<file path="src/sv/pste_pkg.sv">
// shared types, constants and register codes of the pot smoother and touch edge block
package pste_pkg;

  localparam int PAD_COUNT_DEF     = 4;
  localparam int SAMPLE_BITS_DEF   = 12;
  localparam int FRACTION_BITS_DEF = 16;

  localparam int PAD_INPUTS  = 4;
  localparam int GAIN_W      = 17;
  localparam int GAIN_FRAC   = 16;
  localparam int CFG_IDX_W   = 2;
  localparam int CFG_DATA_W  = 17;
  localparam int QUEUE_DEPTH = 2;

  localparam logic [GAIN_W-1:0] GAIN_ONE   = GAIN_W'(65536);
  localparam logic [15:0]       THR_RESET  = 16'd1000;
  localparam logic [GAIN_W-1:0] FAST_RESET = GAIN_W'(5243);
  localparam logic [GAIN_W-1:0] SLOW_RESET = GAIN_W'(655);
  localparam logic [6:0]        LEVEL_MAX  = 7'd127;

  typedef enum logic [CFG_IDX_W-1:0] {
    REG_THRESHOLD = 2'd0,
    REG_FAST_GAIN = 2'd1,
    REG_SLOW_GAIN = 2'd2
  } cfg_reg_e;

  typedef struct packed {
    logic [11:0] pot1_sample;
    logic [11:0] pot2_sample;
    logic [15:0] pad0_reading;
    logic [15:0] pad1_reading;
    logic [15:0] pad2_reading;
    logic [15:0] pad3_reading;
    logic [3:0]  pad_read_ok;
    logic [6:0]  last_pot1_sent;
    logic [6:0]  last_pot2_sent;
  } in_word_t;

  typedef struct packed {
    logic [6:0] pot1_level;
    logic [6:0] pot2_level;
    logic [6:0] pot1_center;
    logic [6:0] pot2_center;
    logic [3:0] touch_now;
    logic [3:0] touch_rise;
    logic [3:0] touch_written;
    logic       any_change;
  } out_word_t;

  typedef struct packed {
    logic [11:0] pot1_sample;
    logic [11:0] pot2_sample;
    logic [6:0]  last_pot1_sent;
    logic [6:0]  last_pot2_sent;
    logic [3:0]  touch_now;
    logic [3:0]  touch_rise;
    logic [3:0]  touch_written;
    logic        touch_change;
  } task_t;

  typedef struct packed {
    logic [GAIN_W-1:0] fast;
    logic [GAIN_W-1:0] slow;
  } gains_t;

endpackage

</file>
<file path="src/sv/pot_smoother_touch_edge_top.sv">
// Smooths two pot samples with fast and slow exponential averages (Q12.16, first
// word loads both) scaled to 0..127, and reports touch pad state and rising edges.
// Each word is classified by the front end in the cycle it is accepted and waits in
// a two-entry queue; the back end then picks up one word at a time and runs four
// averages one after another, each with its two products on the single shared
// multiplier, one add, a step for the scaling numerator and one reciprocal
// multiplication for the level, and loads the output register once it is free.
// Up to two words are taken ahead while the back end is busy.
// Register writes take effect at once and are meant to be done while no word is
// in flight.
module pot_smoother_touch_edge_top import pste_pkg::*; #(
  parameter int PAD_COUNT     = PAD_COUNT_DEF,
  parameter int SAMPLE_BITS   = SAMPLE_BITS_DEF,
  parameter int FRACTION_BITS = FRACTION_BITS_DEF
) (
  input  logic                  clk_i,
  input  logic                  rst_ni,
  input  logic                  in_valid_i,
  output logic                  in_ready_o,
  input  in_word_t              in_word_i,
  output logic                  out_valid_o,
  input  logic                  out_ready_i,
  output out_word_t             out_word_o,
  input  logic                  cfg_we_i,
  input  logic [CFG_IDX_W-1:0]  cfg_idx_i,
  input  logic [CFG_DATA_W-1:0] cfg_data_i
);

  logic [15:0] thr_q;
  gains_t      gains_q;
  logic        push_valid, push_ready, pop_valid, pop_ready;
  task_t       push_task, pop_task;

  always_ff @(posedge clk_i or negedge rst_ni) begin
    if (!rst_ni) begin
      thr_q        <= THR_RESET;
      gains_q.fast <= FAST_RESET;
      gains_q.slow <= SLOW_RESET;
    end else if (cfg_we_i) begin
      case (cfg_idx_i)
        REG_THRESHOLD: thr_q        <= cfg_data_i[15:0];
        REG_FAST_GAIN: gains_q.fast <= cfg_data_i;
        REG_SLOW_GAIN: gains_q.slow <= cfg_data_i;
        default: ;
      endcase
    end
  end

  pste_front #(
    .PAD_COUNT (PAD_COUNT)
  ) u_front (
    .clk_i        (clk_i),
    .rst_ni       (rst_ni),
    .in_valid_i   (in_valid_i),
    .in_ready_o   (in_ready_o),
    .in_word_i    (in_word_i),
    .threshold_i  (thr_q),
    .push_valid_o (push_valid),
    .push_ready_i (push_ready),
    .push_task_o  (push_task)
  );

  pste_queue u_queue (
    .clk_i        (clk_i),
    .rst_ni       (rst_ni),
    .push_valid_i (push_valid),
    .push_ready_o (push_ready),
    .push_task_i  (push_task),
    .pop_valid_o  (pop_valid),
    .pop_ready_i  (pop_ready),
    .pop_task_o   (pop_task)
  );

  pste_back #(
    .SAMPLE_BITS   (SAMPLE_BITS),
    .FRACTION_BITS (FRACTION_BITS)
  ) u_back (
    .clk_i       (clk_i),
    .rst_ni      (rst_ni),
    .gains_i     (gains_q),
    .pop_valid_i (pop_valid),
    .pop_ready_o (pop_ready),
    .pop_task_i  (pop_task),
    .out_valid_o (out_valid_o),
    .out_ready_i (out_ready_i),
    .out_word_o  (out_word_o)
  );

endmodule

</file>
<file path="src/sv/pste_front.sv">
// front end: takes input words, classifies touch pads and tracks pad state
module pste_front import pste_pkg::*; #(
  parameter int PAD_COUNT = PAD_COUNT_DEF
) (
  input  logic        clk_i,
  input  logic        rst_ni,
  input  logic        in_valid_i,
  output logic        in_ready_o,
  input  in_word_t    in_word_i,
  input  logic [15:0] threshold_i,
  output logic        push_valid_o,
  input  logic        push_ready_i,
  output task_t       push_task_o
);

  logic [PAD_COUNT-1:0] prev_q, prev_d;
  logic [15:0]          rd [PAD_INPUTS];
  logic [3:0]           now, rise, written;
  logic                 change;
  logic                 accept;

  assign in_ready_o   = push_ready_i;
  assign push_valid_o = in_valid_i;
  assign accept       = in_valid_i && push_ready_i;

  assign rd[0] = in_word_i.pad0_reading;
  assign rd[1] = in_word_i.pad1_reading;
  assign rd[2] = in_word_i.pad2_reading;
  assign rd[3] = in_word_i.pad3_reading;

  always_comb begin
    logic cur;
    prev_d  = prev_q;
    now     = '0;
    rise    = '0;
    written = '0;
    change  = 1'b0;
    cur     = 1'b0;
    for (int i = 0; i < PAD_COUNT; i++) begin
      if (i < PAD_INPUTS) begin
        if (in_word_i.pad_read_ok[2'(i)]) begin
          cur              = rd[2'(i)] < threshold_i;
          written[2'(i)]   = 1'b1;
          now[2'(i)]       = cur;
          rise[2'(i)]      = cur && !prev_q[i];
          if (cur != prev_q[i]) begin
            change    = 1'b1;
            prev_d[i] = cur;
          end
        end else begin
          now[2'(i)] = prev_q[i];
        end
      end
    end
  end

  always_comb begin
    push_task_o.pot1_sample    = in_word_i.pot1_sample;
    push_task_o.pot2_sample    = in_word_i.pot2_sample;
    push_task_o.last_pot1_sent = in_word_i.last_pot1_sent;
    push_task_o.last_pot2_sent = in_word_i.last_pot2_sent;
    push_task_o.touch_now      = now;
    push_task_o.touch_rise     = rise;
    push_task_o.touch_written  = written;
    push_task_o.touch_change   = change;
  end

  always_ff @(posedge clk_i or negedge rst_ni) begin
    if (!rst_ni) begin
      prev_q <= '0;
    end else if (accept) begin
      prev_q <= prev_d;
    end
  end

endmodule

</file>
<file path="src/sv/pste_queue.sv">
// two-entry queue between front end and averaging back end
module pste_queue import pste_pkg::*; (
  input  logic  clk_i,
  input  logic  rst_ni,
  input  logic  push_valid_i,
  output logic  push_ready_o,
  input  task_t push_task_i,
  output logic  pop_valid_o,
  input  logic  pop_ready_i,
  output task_t pop_task_o
);

  localparam int PTR_W = $clog2(QUEUE_DEPTH);
  localparam int CNT_W = $clog2(QUEUE_DEPTH + 1);

  task_t            mem_q [QUEUE_DEPTH];
  logic [PTR_W-1:0] wr_q, rd_q;
  logic [CNT_W-1:0] cnt_q;
  logic             push, pop;

  assign push_ready_o = cnt_q != CNT_W'(QUEUE_DEPTH);
  assign pop_valid_o  = cnt_q != '0;
  assign push         = push_valid_i && push_ready_o;
  assign pop          = pop_valid_o && pop_ready_i;
  assign pop_task_o   = mem_q[rd_q];

  always_ff @(posedge clk_i) begin
    if (push) begin
      mem_q[wr_q] <= push_task_i;
    end
  end

  always_ff @(posedge clk_i or negedge rst_ni) begin
    if (!rst_ni) begin
      wr_q  <= '0;
      rd_q  <= '0;
      cnt_q <= '0;
    end else begin
      if (push) begin
        wr_q <= wr_q + 1'b1;
      end
      if (pop) begin
        rd_q <= rd_q + 1'b1;
      end
      if (push && !pop) begin
        cnt_q <= cnt_q + 1'b1;
      end else if (pop && !push) begin
        cnt_q <= cnt_q - 1'b1;
      end
    end
  end

  a_cnt_bound: assert property (@(posedge clk_i) disable iff (!rst_ni)
    cnt_q <= CNT_W'(QUEUE_DEPTH))
    else $error("queue count beyond depth");

  a_push_grows: assert property (@(posedge clk_i) disable iff (!rst_ni)
    (push && !pop) |=> cnt_q == $past(cnt_q) + 1'b1)
    else $error("queue count did not grow on push");

  a_ptr_track: assert property (@(posedge clk_i) disable iff (!rst_ni)
    (cnt_q == '0 || cnt_q == CNT_W'(QUEUE_DEPTH)) |-> wr_q == rd_q)
    else $error("queue pointers out of step with count");

endmodule

</file>
<file path="src/sv/pste_back.sv">
// back end: shared multiplier averaging engine, level scaling and output register
module pste_back import pste_pkg::*; #(
  parameter int SAMPLE_BITS   = SAMPLE_BITS_DEF,
  parameter int FRACTION_BITS = FRACTION_BITS_DEF
) (
  input  logic      clk_i,
  input  logic      rst_ni,
  input  gains_t    gains_i,
  input  logic      pop_valid_i,
  output logic      pop_ready_o,
  input  task_t     pop_task_i,
  output logic      out_valid_o,
  input  logic      out_ready_i,
  output out_word_t out_word_o
);

  localparam int AVG_W  = SAMPLE_BITS + FRACTION_BITS;
  localparam int PROD_W = GAIN_W + AVG_W;
  localparam int SUM_W  = PROD_W + 1;
  localparam int NUM_W  = SAMPLE_BITS + 9;

  localparam logic [SUM_W-1:0] HALF_GAIN  = SUM_W'(1) << (GAIN_FRAC - 1);
  localparam logic [AVG_W:0]   HALF_FRAC  = (AVG_W + 1)'(1) << (FRACTION_BITS - 1);
  localparam logic [NUM_W-1:0] FULL_SCALE = NUM_W'((1 << SAMPLE_BITS) - 1);
  localparam logic [NUM_W-1:0] DIVISOR    = NUM_W'(2 * ((1 << SAMPLE_BITS) - 1));
  localparam logic [NUM_W-1:0] LEVEL_MUL  = NUM_W'(2 * 127);

  localparam int RCP_W   = NUM_W + 1;
  localparam int QPROD_W = NUM_W + RCP_W;
  localparam int RCP_SH  = NUM_W + $clog2(2 * ((1 << SAMPLE_BITS) - 1));
  localparam logic [RCP_W-1:0] RECIP =
    RCP_W'(((64'd1 << RCP_SH) + 64'(DIVISOR) - 64'd1) / 64'(DIVISOR));

  typedef enum logic [6:0] {
    S_IDLE = 7'b0000001,
    S_MUL0 = 7'b0000010,
    S_MUL1 = 7'b0000100,
    S_ADD  = 7'b0001000,
    S_LVL  = 7'b0010000,
    S_DIV  = 7'b0100000,
    S_DONE = 7'b1000000
  } state_e;

  state_e             state_q, state_d;
  task_t              task_q;
  logic [1:0]         idx_q;
  logic [PROD_W-1:0]  prod_q, acc_q, prod;
  logic [AVG_W-1:0]   avg_q [4];
  logic [6:0]         lvl_q [4];
  logic [NUM_W-1:0]   num_q, num;
  logic [QPROD_W-1:0] qprod;
  logic [7:0]         qt;
  logic               primed_q, out_valid_q;
  out_word_t          out_q;

  logic [SAMPLE_BITS-1:0] s_sel;
  logic [GAIN_W-1:0]      g_raw, g_sel, mul_a;
  logic [AVG_W-1:0]       mul_b, avg_cur, avg_new;
  logic [SUM_W-1:0]       sum;
  logic [AVG_W:0]         rnd;
  logic [6:0]             lvl_new;
  logic                   out_free;

  assign pop_ready_o = state_q == S_IDLE;
  assign out_valid_o = out_valid_q;
  assign out_word_o  = out_q;
  assign out_free    = !out_valid_q || out_ready_i;

  // operand selection for the shared multiplier
  assign s_sel   = idx_q[0] ? SAMPLE_BITS'(task_q.pot2_sample)
                            : SAMPLE_BITS'(task_q.pot1_sample);
  assign g_raw   = idx_q[1] ? gains_i.slow : gains_i.fast;
  assign g_sel   = (g_raw > GAIN_ONE) ? GAIN_ONE : g_raw;
  assign avg_cur = avg_q[idx_q];
  assign mul_a   = (state_q == S_MUL0) ? g_sel : GAIN_ONE - g_sel;
  assign mul_b   = (state_q == S_MUL0) ? {s_sel, {FRACTION_BITS{1'b0}}} : avg_cur;
  assign prod    = PROD_W'(mul_a) * PROD_W'(mul_b);

  assign sum     = SUM_W'(acc_q) + SUM_W'(prod_q) + HALF_GAIN;
  assign avg_new = primed_q ? AVG_W'(sum >> GAIN_FRAC)
                            : {s_sel, {FRACTION_BITS{1'b0}}};

  assign rnd = (AVG_W + 1)'(avg_cur) + HALF_FRAC;
  assign num = NUM_W'(rnd >> FRACTION_BITS) * LEVEL_MUL + FULL_SCALE;

  // level = num / (2 * full scale) by reciprocal multiplication
  assign qprod   = QPROD_W'(num_q) * QPROD_W'(RECIP);
  assign qt      = 8'(qprod >> RCP_SH);
  assign lvl_new = (qt > {1'b0, LEVEL_MAX}) ? LEVEL_MAX : qt[6:0];

  always_comb begin
    state_d = state_q;
    case (state_q)
      S_IDLE: if (pop_valid_i) state_d = S_MUL0;
      S_MUL0: state_d = S_MUL1;
      S_MUL1: state_d = S_ADD;
      S_ADD:  state_d = S_LVL;
      S_LVL:  state_d = S_DIV;
      S_DIV:  state_d = (idx_q == 2'd3) ? S_DONE : S_MUL0;
      S_DONE: if (out_free) state_d = S_IDLE;
      default: state_d = S_IDLE;
    endcase
  end

  always_ff @(posedge clk_i) begin
    case (state_q)
      S_IDLE: if (pop_valid_i) task_q <= pop_task_i;
      S_MUL0: prod_q <= prod;
      S_MUL1: begin
        acc_q  <= prod_q;
        prod_q <= prod;
      end
      S_ADD:  avg_q[idx_q] <= avg_new;
      S_LVL:  num_q <= num;
      S_DIV:  lvl_q[idx_q] <= lvl_new;
      S_DONE: begin
        if (out_free) begin
          out_q.pot1_level    <= lvl_q[0];
          out_q.pot2_level    <= lvl_q[1];
          out_q.pot1_center   <= lvl_q[2];
          out_q.pot2_center   <= lvl_q[3];
          out_q.touch_now     <= task_q.touch_now;
          out_q.touch_rise    <= task_q.touch_rise;
          out_q.touch_written <= task_q.touch_written;
          out_q.any_change    <= task_q.touch_change
                                 || (lvl_q[0] != task_q.last_pot1_sent)
                                 || (lvl_q[1] != task_q.last_pot2_sent);
        end
      end
      default: ;
    endcase
  end

  always_ff @(posedge clk_i or negedge rst_ni) begin
    if (!rst_ni) begin
      state_q     <= S_IDLE;
      idx_q       <= '0;
      primed_q    <= 1'b0;
      out_valid_q <= 1'b0;
    end else begin
      state_q <= state_d;
      case (state_q)
        S_IDLE: idx_q <= '0;
        S_DIV:  idx_q <= idx_q + 1'b1;
        default: ;
      endcase
      if (state_q == S_DONE && out_free) begin
        out_valid_q <= 1'b1;
        primed_q    <= 1'b1;
      end else if (out_ready_i) begin
        out_valid_q <= 1'b0;
      end
    end
  end

  a_done_loads: assert property (@(posedge clk_i) disable iff (!rst_ni)
    (state_q == S_DONE && out_free) |=> out_valid_q && state_q == S_IDLE)
    else $error("finished word not loaded into output register");

  a_primed_holds: assert property (@(posedge clk_i) disable iff (!rst_ni)
    primed_q |=> primed_q)
    else $error("primed flag dropped");

  a_div_start: assert property (@(posedge clk_i) disable iff (!rst_ni)
    state_q == S_LVL |=> state_q == S_DIV)
    else $error("level scaling did not follow numerator step");

  a_pop_idle: assert property (@(posedge clk_i) disable iff (!rst_ni)
    (pop_valid_i && state_q == S_IDLE) |=> state_q == S_MUL0 && idx_q == 2'd0)
    else $error("new word did not start at first average");

endmodule

</file>
<file path="config.mk">
export PLATFORM = sky130hd
export DESIGN_NAME = pot_smoother_touch_edge_top
export DESIGN_NICKNAME = d
export VERILOG_FILES = /design/src/sv/pste_pkg.sv /design/src/sv/pot_smoother_touch_edge_top.sv /design/src/sv/pste_front.sv /design/src/sv/pste_queue.sv /design/src/sv/pste_back.sv
export SDC_FILE = /design/constraint.sdc
export NUM_CORES = 2
export LEC_CHECK = 0
export BUFFER_PORTS_ARGS = -buffer_cell sky130_fd_sc_hd__buf_2
export CAP_MARGIN = 20
export CORE_MARGIN = 2
export CORE_UTILIZATION = 40
export CTS_CLUSTER_SIZE = 30
export DETAILED_ROUTE_END_ITERATION = 8
export GPL_TIMING_DRIVEN = 0
export MAX_ROUTING_LAYER = met4
export SYNTH_ARGS = -nofsm -noshare
export SYNTH_HDL_FRONTEND = slang
export SYNTH_SLANG_ARGS = --single-unit
</file>
<file path="constraint.sdc">
create_clock -name clk_i -period 19.4 [get_ports clk_i]
set_input_delay 1.94 -clock clk_i [delete_from_list [all_inputs] [get_ports clk_i]]
set_output_delay 1.94 -clock clk_i [all_outputs]
set_load 0.02 [all_outputs]
</file>
==> metrics.json <==
{
  "ios": 173,
  "finalSetupViolations": 0,
  "grt.total_usage_pct": 20.4,
  "route.vias.total": 26600,
  "final.period_utilization_pct": 68.6,
  "totalWireLength_um": 101000,
  "cts_num_sinks": 485,
  "route.detailed.vias_per_inst": 5.15,
  "crit-reg2reg-launch": "u_back.idx_q[1]",
  "worst_slew_margin_rel_pct": 20.0,
  "grt_overflow_total": 0,
  "cts_tree": "built",
  "timing.critical_path.required_ps": 19720,
  "max_slew.worst_pin.slew_ps": 1190,
  "routedWlPerCell_um": 19.5,
  "vias_in_the_first_global_route": 27200,
  "nFillCells": 9345,
  "syn_avg_cell_area_um2": 11.1,
  "finalWeightedCongestion": 0.946,
  "fraction_of_layout_instances_using_a_drive_strength_above_1_pct": 11.5,
  "rsz0062_at_grt": "no",
  "final-hold-violation-count": 0,
  "dp_hpwl_um": 81500,
  "hold_worst_slack_ps": 413,
  "final.setup.tns_ps": 0,
  "yosys_warnings": 0,
  "num-nets-final": 4744,
  "asyncSetResetFlopFracSynth_pct": 13.8,
  "critPathSlowestCell": "sky130_fd_sc_hd__nor4_1",
  "clk-insertion-delay-late_ps": 620,
  "numCtsBuffers": 53,
  "horizontal_die_dimension_um": 321,
  "antenna_violating_nets_post_route": 0,
  "hold_start": "u_back.lvl_q[2][3]",
  "critical-path-max-stage-delay_ps": 810,
  "netlist_instances": 3620,
  "synth-main-ff-cell": "sky130_fd_sc_hd__edfxtp_1",
  "crit_path_start": "u_back.idx_q[1]",
  "report.final.slew_viol_count": 0,
  "clock-skew-final_ps": 57.7,
  "die_height_um": 321,
  "placement_rows": 116,
  "floorplan.initialDensity_pct": 40.3,
  "cts_root_buf": "sky130_fd_sc_hd__clkbuf_16",
  "yosysUniqueCellTypes": 81,
  "layout_min_cycle_time_ps": 13300,
  "first_drt_iteration_drcs": 1762,
  "cts_buffer_depth": 3,
  "grt_max_degree": 46,
  "final_core_util_pct": 44.6,
  "placeableCoreArea_um2": 99900,
  "mappedNetlistArea_um2": 40200,
  "cts-htree-levels": 2,
  "post_cts_hold_buffer_count": 0,
  "timing.setup.critical_path_class": "flip-flop to flip-flop",
  "grt_pass1_wl_um": 157000,
  "cpLargestDelayFamily": "buffers and inverters",
  "io_buffer_count": 132,
  "cp_max_fo": 10,
  "cp_data_arrival_time_ps": 13620,
  "drt_first_pass_iters": 6,
  "synth-edff-count": 418,
  "class_of_the_most_critical_hold_timing_path": "flip-flop to flip-flop",
  "postCtsResizedCells": 0,
  "die_area_um2": 103000,
  "place_worst_setup_slack_ps": 6420,
  "cts.clk_slew.worst_paths_ps": 60,
  "maxCapViolCount": 0,
  "layout_setup_ws_ps": 6100,
  "number_of_antenna_violations_at_the_first_check_in_global_routing": 5,
  "cts.repair_timing.setup_buffer_count": 0,
  "ys_ff_latch": 485,
  "layout-area-overhead-vs-synth_pct": 10.7,
  "route.detailed.drc": 0,
  "status": "completed",
  "startpoint_kind_of_the_worst_setup_timing_path": "flip-flop",
  "yosysSeqAreaShare_pct": 35.5,
  "critical_path_buf_inv_count": 15,
  "worstSetupEndpointType": "flip-flop",
  "f_max_ghz": 0.0752
}
[synthesized netlist by cell type, types with 11 or more instances]
cell / n / area share, %
sky130_fd_sc_hd__inv_1: 600 / 5.6
sky130_fd_sc_hd__nand2_1: 457 / 4.3
sky130_fd_sc_hd__fa_1: 431 / 21
sky130_fd_sc_hd__edfxtp_1: 418 / 31
sky130_fd_sc_hd__ha_1: 359 / 11
sky130_fd_sc_hd__nor2_1: 150 / 1.4
sky130_fd_sc_hd__and2_1: 109 / 1.7
sky130_fd_sc_hd__mux2_2: 96 / 2.7
sky130_fd_sc_hd__a21oi_1: 93 / 1.2
sky130_fd_sc_hd__xnor2_1: 79 / 1.7
sky130_fd_sc_hd__clkbuf_1: 78 / 0.73
sky130_fd_sc_hd__o21ai_0: 78 / 0.97
sky130_fd_sc_hd__xor2_1: 52 / 1.1
sky130_fd_sc_hd__nor3_1: 50 / 0.62
sky130_fd_sc_hd__a21o_1: 46 / 0.86
sky130_fd_sc_hd__dfrtp_1: 46 / 2.9
sky130_fd_sc_hd__buf_2: 40 / 0.50
sky130_fd_sc_hd__mux2i_1: 39 / 0.97
sky130_fd_sc_hd__nand3_1: 33 / 0.41
sky130_fd_sc_hd__o21a_1: 24 / 0.45
sky130_fd_sc_hd__mux4_2: 22 / 1.2
sky130_fd_sc_hd__dfstp_2: 21 / 1.4
sky130_fd_sc_hd__and3_1: 15 / 0.23
sky130_fd_sc_hd__nand2b_1: 15 / 0.23
sky130_fd_sc_hd__nor3b_1: 15 / 0.28
sky130_fd_sc_hd__nor4_1: 15 / 0.23
sky130_fd_sc_hd__o211ai_1: 15 / 0.28
sky130_fd_sc_hd__a211oi_1: 14 / 0.26
sky130_fd_sc_hd__nand4_1: 14 / 0.22
sky130_fd_sc_hd__or2_2: 14 / 0.22
sky130_fd_sc_hd__a31oi_1: 13 / 0.20
sky130_fd_sc_hd__nor2b_1: 13 / 0.20
sky130_fd_sc_hd__o31ai_1: 12 / 0.22
sky130_fd_sc_hd__o21ai_1: 11 / 0.14
[stage by stage]
step	instances	area, µm²
2_1_floorplan	3625	40200
3_3_place_gp	5055	42500
3_5_place_dp	5064	42700
4_1_cts	5161	44500
5_1_grt	5166	44500
6_report	5167	44500
[registers in the layout, summed over array words and instances (netlist names), 21 cells and up]
signal / flops
u_back.task_q: 45
u_back.avg_q: 112
u_back.out_word_o: 21
u_back.lvl_q: 28
u_queue.mem_q: 90
u_back.acc_q: 44
gains_q: 34
u_back.prod_q: 44
[worst paths after layout]
kind	slack (ps)	to	cells past startpoint
min	410	out_word_o[23]	0
max reg2reg	6100	u_back.prod_q[42]	37
min reg2reg	410	out_word_o[23]	0
max	6100	u_back.prod_q[42]	37
min in group asynchronous	1230	thr_q[10]	1
max in group asynchronous	17570	u_back.state_q[0]	2
[per-layer routing]
layer	global-route usage, %	wire (µm)	vias to the layer above
met3	1.77	5160	117
met2	34.6	49600	684
met4	4.65	2200	0
met1	26.7	43800	13400
met5	-	0	-
li1	-	-	12400
[cell type report]
cell class / instances / area (µm²) / share of cell area, %
Sequential cell: 485 / 14300 / 32.0
Clock inverter: 33 / 384 / 0.863
Inverter: 601 / 2260 / 5.07
Timing Repair Buffer: 144 / 851 / 1.91
Buffer: 130 / 568 / 1.28
Clock buffer: 64 / 1410 / 3.16
Multi-Input combinational cell: 2409 / 23200 / 52.0
Antenna cell: 3 / 7.51 / 0.0169
Tap cell: 1298 / 1620 / 3.65
[layout by cell type, fill, tap and decap left out, drive strengths merged, types with 21 or more instances in the layout]
| cell | synthesis | final |
|---|---|---|
| fa | 431 | 431 |
| clkbuf | 78 | 142 |
| clkinv | 1 | 23 |
| and2 | 111 | 111 |
| a21o | 46 | 46 |
| dfrtp | 46 | 46 |
| nand3 | 33 | 33 |
| inv | 600 | 603 |
| o21a | 24 | 24 |
| a21oi | 94 | 94 |
| edfxtp | 418 | 418 |
| xor2 | 53 | 53 |
| mux2 | 96 | 96 |
| xnor2 | 80 | 80 |
| nand2 | 457 | 457 |
| mux4 | 22 | 22 |
| ha | 359 | 359 |
| dfstp | 21 | 21 |
| buf | 52 | 196 |
| mux2i | 39 | 39 |
| nor2 | 150 | 150 |
| o21ai | 89 | 89 |
| nor3 | 50 | 50 |
[cell families (layout without fill, tap and decap cells)]
kind of cell	Yosys count	in the layout	synth area share, %
compound gates	386	386	6.34
xor+xnor	133	133	2.93
fa+ha+maj	790	790	32.6
buf+inv	731	972	7.02
flops	485	485	35.5
mux	157	157	4.89
other cells	1	9	0.00933
simple gates	937	937	10.7
Power is left out: the tool's default activity adds up to more than one toggle a clock period on the data nets, which glitch-free logic cannot reach.
